===== config.mk =====
export PLATFORM = sky130hd
export DESIGN_NAME = streaming_decimal_integer_extractor_core
export DESIGN_NICKNAME = d
export VERILOG_FILES = /design/src/rtl/sdie_pkg.sv /design/src/rtl/sdie_in_stage.sv /design/src/rtl/sdie_parser.sv /design/src/rtl/sdie_out_stage.sv /design/src/rtl/streaming_decimal_integer_extractor_core.sv
export SDC_FILE = /design/constraint.sdc
export NUM_CORES = 1
export LEC_CHECK = 0
export BUFFER_PORTS_ARGS = -buffer_cell sky130_fd_sc_hd__buf_2
export CORE_MARGIN = 4
export CORE_UTILIZATION = 30
export CTS_CLUSTER_DIAMETER = 200
export DETAILED_ROUTE_END_ITERATION = 12
export MAX_ROUTING_LAYER = met4
export PLACE_DENSITY = 0.53
export RECOVER_POWER = 100
export SETUP_SLACK_MARGIN = 0.15
export SLEW_MARGIN = 25
export SYNTH_ARGS = -nofsm -noshare
export SYNTH_HDL_FRONTEND = slang
export SYNTH_SLANG_ARGS = --single-unit

===== constraint.sdc =====
create_clock -name clk -period 8.8 [get_ports clk]
set_input_delay 0.44 -clock clk [delete_from_list [all_inputs] [get_ports clk]]
set_output_delay 0.44 -clock clk [all_outputs]
set_load 0.02 [all_outputs]

===== src/rtl/sdie_pkg.sv =====
// Shared types, character codes and limits for the decimal integer extractor.
package sdie_pkg;

  // Fixed field widths.
  localparam int unsigned BYTE_WIDTH  = 8;
  localparam int unsigned VALUE_WIDTH = 64;
  localparam int unsigned KEYS_WIDTH  = 32;
  localparam int unsigned DIGIT_CNT_WIDTH = 5;

  // Default width of the per-member emitted counter.
  localparam int unsigned COUNT_WIDTH_DEFAULT = 32;

  // Longest digit string that is still accepted.
  localparam logic [DIGIT_CNT_WIDTH-1:0] MAX_DIGITS = 5'd19;

  // Magnitude limits for positive and negative results.
  localparam logic [VALUE_WIDTH-1:0] POS_LIMIT = 64'h7FFF_FFFF_FFFF_FFFF;
  localparam logic [VALUE_WIDTH-1:0] NEG_LIMIT = 64'h8000_0000_0000_0000;

  // Character codes.
  localparam logic [BYTE_WIDTH-1:0] CHAR_ZERO    = 8'h30;
  localparam logic [BYTE_WIDTH-1:0] CHAR_NINE    = 8'h39;
  localparam logic [BYTE_WIDTH-1:0] CHAR_LBRACK  = 8'h5B;
  localparam logic [BYTE_WIDTH-1:0] CHAR_RBRACK  = 8'h5D;
  localparam logic [BYTE_WIDTH-1:0] CHAR_MINUS   = 8'h2D;
  localparam logic [BYTE_WIDTH-1:0] CHAR_PLUS    = 8'h2B;
  localparam logic [BYTE_WIDTH-1:0] CHAR_NEWLINE = 8'h0A;

  // Format mode codes; the unused code behaves as plain text.
  localparam logic [1:0] FMT_CSV  = 2'd0;
  localparam logic [1:0] FMT_JSON = 2'd1;
  localparam logic [1:0] FMT_TEXT = 2'd2;

  // Configuration register indexes.
  localparam logic [1:0] REG_FORMAT_MODE = 2'd0;
  localparam logic [1:0] REG_SKIP_HEADER = 2'd1;

  // One input request.
  typedef struct packed {
    logic [BYTE_WIDTH-1:0] data_byte;
    logic                  end_of_member;
  } item_t;

  // One result.
  typedef struct packed {
    logic signed [VALUE_WIDTH-1:0] key_value;
    logic                          key_valid;
    logic                          member_done;
    logic [KEYS_WIDTH-1:0]         keys_in_member;
  } result_t;

  // Configuration seen by the parser.
  typedef struct packed {
    logic [1:0] format_mode;
    logic       skip_header_line;
  } cfg_t;

endpackage


===== src/rtl/sdie_in_stage.sv =====
// Input register stage holding one accepted byte request.
module sdie_in_stage (
  input  logic            clk,
  input  logic            rst,
  input  logic            item_valid,
  output logic            item_ready,
  input  sdie_pkg::item_t item,
  output logic            stage_valid,
  input  logic            stage_take,
  output sdie_pkg::item_t stage_item
);

  logic            valid;
  sdie_pkg::item_t held;

  // A new request can enter when the stage is empty or being drained.
  assign item_ready  = !valid || stage_take;
  assign stage_valid = valid;
  assign stage_item  = held;

  // Valid flag.
  always_ff @(posedge clk) begin
    if (rst) begin
      valid <= 1'b0;
    end else if (item_valid && item_ready) begin
      valid <= 1'b1;
    end else if (stage_take) begin
      valid <= 1'b0;
    end
  end

  // Payload.
  always_ff @(posedge clk) begin
    if (item_valid && item_ready) begin
      held <= item;
    end
  end

endmodule


===== src/rtl/sdie_parser.sv =====
// Number parser state and its update for each byte or end request.
module sdie_parser #(
  parameter int unsigned COUNT_WIDTH = sdie_pkg::COUNT_WIDTH_DEFAULT
) (
  input  logic              clk,
  input  logic              rst,
  input  logic              fire,
  input  sdie_pkg::item_t   item,
  input  sdie_pkg::cfg_t    cfg,
  output logic              push,
  output sdie_pkg::result_t result
);

  localparam logic [COUNT_WIDTH-1:0] COUNT_MAX = {COUNT_WIDTH{1'b1}};

  // Parser state.
  logic                                   number_active;
  logic                                   is_negative;
  logic [sdie_pkg::VALUE_WIDTH-1:0]       magnitude;
  logic [sdie_pkg::DIGIT_CNT_WIDTH-1:0]   digits_seen;
  logic                                   too_large;
  logic                                   header_passed;
  logic                                   inside_brackets;
  logic [COUNT_WIDTH-1:0]                 emitted_count;

  logic                                   number_active_next;
  logic                                   is_negative_next;
  logic [sdie_pkg::VALUE_WIDTH-1:0]       magnitude_next;
  logic [sdie_pkg::DIGIT_CNT_WIDTH-1:0]   digits_seen_next;
  logic                                   too_large_next;
  logic                                   header_passed_next;
  logic                                   inside_brackets_next;
  logic [COUNT_WIDTH-1:0]                 emitted_count_next;

  logic [sdie_pkg::BYTE_WIDTH-1:0]        c;
  logic [sdie_pkg::BYTE_WIDTH-1:0]        digit_code;
  logic                                   is_digit;
  logic                                   is_sign;
  logic                                   do_scan;
  logic                                   do_close;
  logic                                   close_req;
  logic                                   start_num;
  logic                                   keep;
  logic                                   in_range;
  logic [sdie_pkg::VALUE_WIDTH-1:0]       base_mag;
  logic [sdie_pkg::DIGIT_CNT_WIDTH-1:0]   base_digits;
  logic [sdie_pkg::DIGIT_CNT_WIDTH-1:0]   digits_inc;
  logic                                   base_too_large;
  logic [sdie_pkg::VALUE_WIDTH-1:0]       mag_times_ten;
  logic [sdie_pkg::VALUE_WIDTH-1:0]       signed_val;
  logic [sdie_pkg::KEYS_WIDTH-1:0]        count_low;

  assign c          = item.data_byte;
  assign digit_code = c - sdie_pkg::CHAR_ZERO;
  assign is_digit   = (c >= sdie_pkg::CHAR_ZERO) && (c <= sdie_pkg::CHAR_NINE);
  assign is_sign    = (c == sdie_pkg::CHAR_MINUS) || (c == sdie_pkg::CHAR_PLUS);

  // Decide whether the byte is scanned, closes a number or only moves the framing.
  always_comb begin
    do_scan              = 1'b0;
    do_close             = 1'b0;
    header_passed_next   = header_passed;
    inside_brackets_next = inside_brackets;
    if (item.end_of_member) begin
      do_close = 1'b1;
    end else begin
      unique case (cfg.format_mode)
        sdie_pkg::FMT_CSV: begin
          if (cfg.skip_header_line && !header_passed) begin
            if (c == sdie_pkg::CHAR_NEWLINE) begin
              do_close           = 1'b1;
              header_passed_next = 1'b1;
            end
          end else begin
            do_scan = 1'b1;
          end
        end
        sdie_pkg::FMT_JSON: begin
          if (c == sdie_pkg::CHAR_LBRACK) begin
            inside_brackets_next = 1'b1;
          end else if (c == sdie_pkg::CHAR_RBRACK) begin
            do_close             = 1'b1;
            inside_brackets_next = 1'b0;
          end else if (inside_brackets) begin
            do_scan = 1'b1;
          end
        end
        default: begin
          do_scan = 1'b1;
        end
      endcase
    end
  end

  // Number bookkeeping: close, start and digit accumulation.
  always_comb begin
    close_req = do_close || (do_scan && number_active && !is_digit);
    start_num = do_scan && ((number_active && !is_digit && is_sign) ||
                            (!number_active && (is_digit || is_sign)));

    in_range = is_negative ? (magnitude <= sdie_pkg::NEG_LIMIT)
                           : (magnitude <= sdie_pkg::POS_LIMIT);
    keep = close_req && number_active && (digits_seen != '0) && !too_large && in_range;
    signed_val = is_negative ? (~magnitude + 64'd1) : magnitude;

    number_active_next = start_num ? 1'b1 : (close_req ? 1'b0 : number_active);
    is_negative_next   = start_num ? (c == sdie_pkg::CHAR_MINUS) : is_negative;

    base_mag       = start_num ? '0 : magnitude;
    base_digits    = start_num ? '0 : digits_seen;
    base_too_large = start_num ? 1'b0 : too_large;

    // Times ten as two shifted copies.
    mag_times_ten = {base_mag[sdie_pkg::VALUE_WIDTH-4:0], 3'b000} +
                    {base_mag[sdie_pkg::VALUE_WIDTH-2:0], 1'b0};
    digits_inc    = base_digits + 5'd1;

    magnitude_next   = base_mag;
    digits_seen_next = base_digits;
    too_large_next   = base_too_large;
    if (do_scan && is_digit && !base_too_large) begin
      digits_seen_next = digits_inc;
      if (digits_inc > sdie_pkg::MAX_DIGITS) begin
        too_large_next = 1'b1;
      end else begin
        magnitude_next = mag_times_ten +
                         {{(sdie_pkg::VALUE_WIDTH-4){1'b0}}, digit_code[3:0]};
      end
    end

    emitted_count_next = emitted_count;
    if (keep && (emitted_count != COUNT_MAX)) begin
      emitted_count_next = emitted_count + {{(COUNT_WIDTH-1){1'b0}}, 1'b1};
    end
  end

  // Reported count shows the low bits of the counter.
  generate
    if (COUNT_WIDTH >= sdie_pkg::KEYS_WIDTH) begin : g_cnt_wide
      assign count_low = emitted_count_next[sdie_pkg::KEYS_WIDTH-1:0];
    end else begin : g_cnt_narrow
      assign count_low = {{(sdie_pkg::KEYS_WIDTH-COUNT_WIDTH){1'b0}}, emitted_count_next};
    end
  endgenerate

  // Result for the output register.
  always_comb begin
    push                  = fire && (keep || item.end_of_member);
    result.key_value      = keep ? signed_val : '0;
    result.key_valid      = keep;
    result.member_done    = item.end_of_member;
    result.keys_in_member = count_low;
  end

  // State registers; an end request returns everything to reset values.
  always_ff @(posedge clk) begin
    if (rst || (fire && item.end_of_member)) begin
      number_active   <= 1'b0;
      is_negative     <= 1'b0;
      magnitude       <= '0;
      digits_seen     <= '0;
      too_large       <= 1'b0;
      header_passed   <= 1'b0;
      inside_brackets <= 1'b0;
      emitted_count   <= '0;
    end else if (fire) begin
      number_active   <= number_active_next;
      is_negative     <= is_negative_next;
      magnitude       <= magnitude_next;
      digits_seen     <= digits_seen_next;
      too_large       <= too_large_next;
      header_passed   <= header_passed_next;
      inside_brackets <= inside_brackets_next;
      emitted_count   <= emitted_count_next;
    end
  end

endmodule


===== src/rtl/sdie_out_stage.sv =====
// Output register stage holding one result until it is taken.
module sdie_out_stage (
  input  logic              clk,
  input  logic              rst,
  input  logic              push,
  input  sdie_pkg::result_t push_data,
  output logic              can_load,
  output logic              result_valid,
  input  logic              result_ready,
  output sdie_pkg::result_t result
);

  logic              valid;
  sdie_pkg::result_t held;

  // The register can take a new result when empty or when the current one leaves.
  assign can_load     = !valid || result_ready;
  assign result_valid = valid;
  assign result       = held;

  // Valid flag.
  always_ff @(posedge clk) begin
    if (rst) begin
      valid <= 1'b0;
    end else if (push) begin
      valid <= 1'b1;
    end else if (result_ready) begin
      valid <= 1'b0;
    end
  end

  // Payload.
  always_ff @(posedge clk) begin
    if (push) begin
      held <= push_data;
    end
  end

endmodule


===== src/rtl/streaming_decimal_integer_extractor_core.sv =====
// Top level of the streaming decimal integer extractor.
// The block takes one text byte (or an end-of-member request) per cycle. It returns a signed
// 64-bit integer each time an in-range decimal number completes, and one result for every
// end-of-member request, which carries the member's count.
// A request passes through an input register and is parsed by the parser state update
// (a times-ten shift-add and a range compare). The result then lands in an output
// register, which loads at the same edge at which the parser takes the request from the
// input register; a stall on the output side can hold the request there. A new request is
// accepted every cycle while the output side keeps up. Bytes that complete no number
// produce no result. Configuration writes are accepted every cycle and should be issued
// while the block is idle.
module streaming_decimal_integer_extractor_core #(
  parameter int unsigned COUNT_WIDTH = sdie_pkg::COUNT_WIDTH_DEFAULT
) (
  input  logic                                  clk,
  input  logic                                  rst,
  input  logic                                  item_valid,
  output logic                                  item_ready,
  input  logic [sdie_pkg::BYTE_WIDTH-1:0]       data_byte,
  input  logic                                  end_of_member,
  output logic                                  result_valid,
  input  logic                                  result_ready,
  output logic signed [sdie_pkg::VALUE_WIDTH-1:0] key_value,
  output logic                                  key_valid,
  output logic                                  member_done,
  output logic [sdie_pkg::KEYS_WIDTH-1:0]       keys_in_member,
  input  logic                                  cfg_valid,
  output logic                                  cfg_ready,
  input  logic [1:0]                            cfg_index,
  input  logic [1:0]                            cfg_data
);

  sdie_pkg::item_t   in_item;
  sdie_pkg::item_t   stage_item;
  sdie_pkg::result_t parse_result;
  sdie_pkg::result_t out_result;
  sdie_pkg::cfg_t    cfg;
  logic              stage_valid;
  logic              can_load;
  logic              fire;
  logic              push;

  // Configuration registers.
  assign cfg_ready = 1'b1;

  always_ff @(posedge clk) begin
    if (rst) begin
      cfg.format_mode      <= sdie_pkg::FMT_TEXT;
      cfg.skip_header_line <= 1'b0;
    end else if (cfg_valid && cfg_ready) begin
      if (cfg_index == sdie_pkg::REG_FORMAT_MODE) begin
        cfg.format_mode <= cfg_data;
      end else if (cfg_index == sdie_pkg::REG_SKIP_HEADER) begin
        cfg.skip_header_line <= cfg_data[0];
      end
    end
  end

  assign in_item.data_byte     = data_byte;
  assign in_item.end_of_member = end_of_member;

  // The parser advances whenever a request waits and the output register can load.
  assign fire = stage_valid && can_load;

  sdie_in_stage u_in_stage (
    .clk         (clk),
    .rst         (rst),
    .item_valid  (item_valid),
    .item_ready  (item_ready),
    .item        (in_item),
    .stage_valid (stage_valid),
    .stage_take  (fire),
    .stage_item  (stage_item)
  );

  sdie_parser #(
    .COUNT_WIDTH (COUNT_WIDTH)
  ) u_parser (
    .clk    (clk),
    .rst    (rst),
    .fire   (fire),
    .item   (stage_item),
    .cfg    (cfg),
    .push   (push),
    .result (parse_result)
  );

  sdie_out_stage u_out_stage (
    .clk          (clk),
    .rst          (rst),
    .push         (push),
    .push_data    (parse_result),
    .can_load     (can_load),
    .result_valid (result_valid),
    .result_ready (result_ready),
    .result       (out_result)
  );

  assign key_value      = out_result.key_value;
  assign key_valid      = out_result.key_valid;
  assign member_done    = out_result.member_done;
  assign keys_in_member = out_result.keys_in_member;

`ifndef SYNTHESIS
  // An end-of-member request always yields a member_done result next cycle.
  a_end_result: assert property (@(posedge clk) disable iff (rst)
    (fire && stage_item.end_of_member) |=> (result_valid && member_done))
    else $error("end-of-member request produced no member_done result");

  // An empty output register never stalls the input side.
  a_ready_when_empty: assert property (@(posedge clk) disable iff (rst)
    !result_valid |-> item_ready)
    else $error("input stalled while the output register was empty");

  // A result without an integer only answers an end-of-member request.
  a_empty_result: assert property (@(posedge clk) disable iff (rst)
    (push && !parse_result.key_valid) |-> stage_item.end_of_member)
    else $error("empty result pushed for a data byte");
`endif

endmodule


==> impl_metrics.ini <==
[sta]
holdWs_ps = 84.1
finalSetupViolCount = 0
fin_setup_tns_ps = 0
fin_crit_ps = 7120
rsz0062_at_grt = false
max_freq_mhz = 140
skew_ps = 15.2
slew-limit-headroom_pct = -167
tightestPinTransition_ps = 4000
drv_slew = 245
finalCritPeriodShare_pct = 80.9
finalHoldViolCount = 0

[outcome]
outcome = complete, but fails checks
failed_checks = capacitance limit, slew limit

[cts]
clk_pin_slew_ps = 60
cts_setup_buffers = 0
htreeDepth = 1
clock_sinks = 218
cts_tree = done
insertion_delay_ps = 550
cts_root_buf = clkbuf_16
cts_resized = 0
cts_buffer_depth = 3
cts_buffers = 26
hold_buffers = 0

[route]
vias = 12260
routed_wl_microns = 41000
firstDrtPassIters = 5
routed_via_density = 5.16
wl_per_cell_microns = 17.3
ant_nets = 0
drcViolationCount = 0
drtIter0Drc = 775

[synthesis]
post_synth_fa_ha_maj_area_fraction_pct = 11.1
ys_async_sr_fraction_pct = 0
synth_mux_area_share_pct = 0.275
yosysWarnings = 0
seq_area_frac_synth_pct = 37.3
syn-num-nets = 1808
ys_types = 73
synth_xor_area_share_pct = 10.2
synth-compound-area-share_pct = 16.3
syn_inst = 1662
synth_top_family_by_area = simple AND/OR/NAND/NOR gates
synth-simple-area-share_pct = 21.7
syn_area_per_cell_sq_um = 8.76
netlist_area_sq_um = 14600
synth_edf_count = 107
ys_seq_elements = 218
synth-main-ff-cell = dfxtp_1

[floorplanning]
start_util_pct = 30.4
core.rowCount = 80
top_level_ports = 119
core_sq_um = 47800
die_area_sq_um = 52100
die_y_microns = 228
die_w_microns = 228

[final_layout]
drive_gt1_share_pct = 4.60
n_fill_cell = 5010
final-seq-area_sq_um = 5440
final_cell_area_sq_um = 16400
nNetsFinal = 1885
layout_commonest_cell = nand2_1
multi_input_area_sq_um = 8670
mostFrequentLayoutCells = 184 x nand2_1, 163 x nor2_1, 128 x a21oi_1
areaGrowthSynthToFinish_pct = 13.0
antenna_cells = 0
finalNonFillerCells = 2374

[worst_hold_path]
hold_class = input port to register

[worst_setup_path]
start_kind = register
end_kind = register
arrival_ps = 7230
path_class = register to register
cp_max_fo = 66
crit_required_ps = 8910

[pwr]
ir_drop_uv = 99.6
power.density_nw_per_um2 = 141
leakage_nw = 6.57

[global_route]
grt_max_degree = 79
grt_util_all_layers_pct = 15.6
overflow = 0
grt_pass1_vias = 12046
grt_pass1_wl_microns = 65800
antenna_found_initial = 0

[place]
portBuffers = 117
dp_cells = 2326
place_area_sq_um = 15700
dp_hpwl_microns = 30200
routabilityCongestion = 0.902

[flow_run]
maxCapViolations = 4
-- per-stage QoR --
stage | total power (W) | setup slack [ps] | util [%]
after floorplan | 0.00115 | 694 | -
after global placement | 0.00118 | 2940 | 32.8
after detailed placement | 0.00118 | 2770 | 32.8
final | 0.00231 | 1680 | 34.4
after global routing | 0.00240 | 1120 | 34.4
after CTS | 0.00236 | 2790 | 34.8
-- flip-flops by register name, indices dropped and copies added, names as in the netlist, 3 cells and up --
name,cells
u_in_stage.stage_item,9
u_parser.magnitude,64
u_out_stage.result,98
u_parser.digits_seen,5
cfg,3
u_parser.emitted_count,32
-- metal layers --
layer / GRT usage (%) / routed length, microns / up-vias
li1: - / - / 6122
met1: 19.4 / 18400 / 5828
met2: 26.8 / 20000 / 252
met3: 2.12 / 1690 / 58
met4: 3.83 / 854 / 0
met5: - / 0 / -
-- logic make-up after synthesis --
group | after synthesis
simple gates | 643
compound gates | 387
other cells | 1
flops | 218
xor+xnor | 170
buf+inv | 111
mux | 4
fa+ha+maj | 128
-- final timing paths --
path	end	slack, ps	from	depth (start not counted)
hold / removal	u_in_stage.stage_item[0]	80	end_of_member	1
setup reg to reg	u_out_stage.result[74]	1680	u_parser.magnitude[14]	8
setup / recovery	u_out_stage.result[74]	1680	u_parser.magnitude[14]	8
hold reg to reg	u_parser.inside_brackets	490	u_parser.inside_brackets	2
-- worst max-delay path, stage by stage (launching register included) --
cell and delay, ps:
dfxtp_1 370, or4_1 610, nor4_1 530, or4bb_1 680
or4_1 570, a211o_2 400, clkbuf_1 1160, a21oi_4 510
clkbuf_1 1790
-- cell type report --
cell class,instances,area share [%]
inverter,31,0.707
clock inverter,16,1.22
clock buffer,32,4.41
timing repair buffer,129,3.20
multi-input combinational,1333,52.7
tap,615,4.68
sequential,218,33.0
-- Yosys cell counts, types with 9 or more instances --
cell	n	area, sq um
and3_1	14	87.6
nand3_1	68	340
xnor2_1	61	534
nand2_1	184	691
a31oi_1	14	87.6
or3_1	20	125
a21oi_1	129	646
nor2b_1	10	62.6
o21bai_1	12	90.1
nor3_1	28	140
and2_1	67	419
xor2_1	109	955
ha_1	126	1580
a21o_1	31	233
or4_1	14	105
o31ai_1	25	188
edfxtp_1	107	3210
nand2b_1	11	68.8
nand4_1	20	125
dfxtp_1	111	2220
clkbuf_1	67	251
nor2_1	162	608
inv_1	31	116
o41ai_1	10	87.6
o21ai_0	100	500
o211ai_1	9	67.6
-- power by group --
part | total [W] | leakage, nW | internal (W) | switching [W]
registers | 0.00108 | 1.91 | 0.00108 | 0.00000740
logic | 0.0000674 | 4.20 | 0.0000134 | 0.0000541
clock network | 0.00116 | 0.447 | 0.000707 | 0.000455
Note: power is estimated with default switching activity, not from simulation.
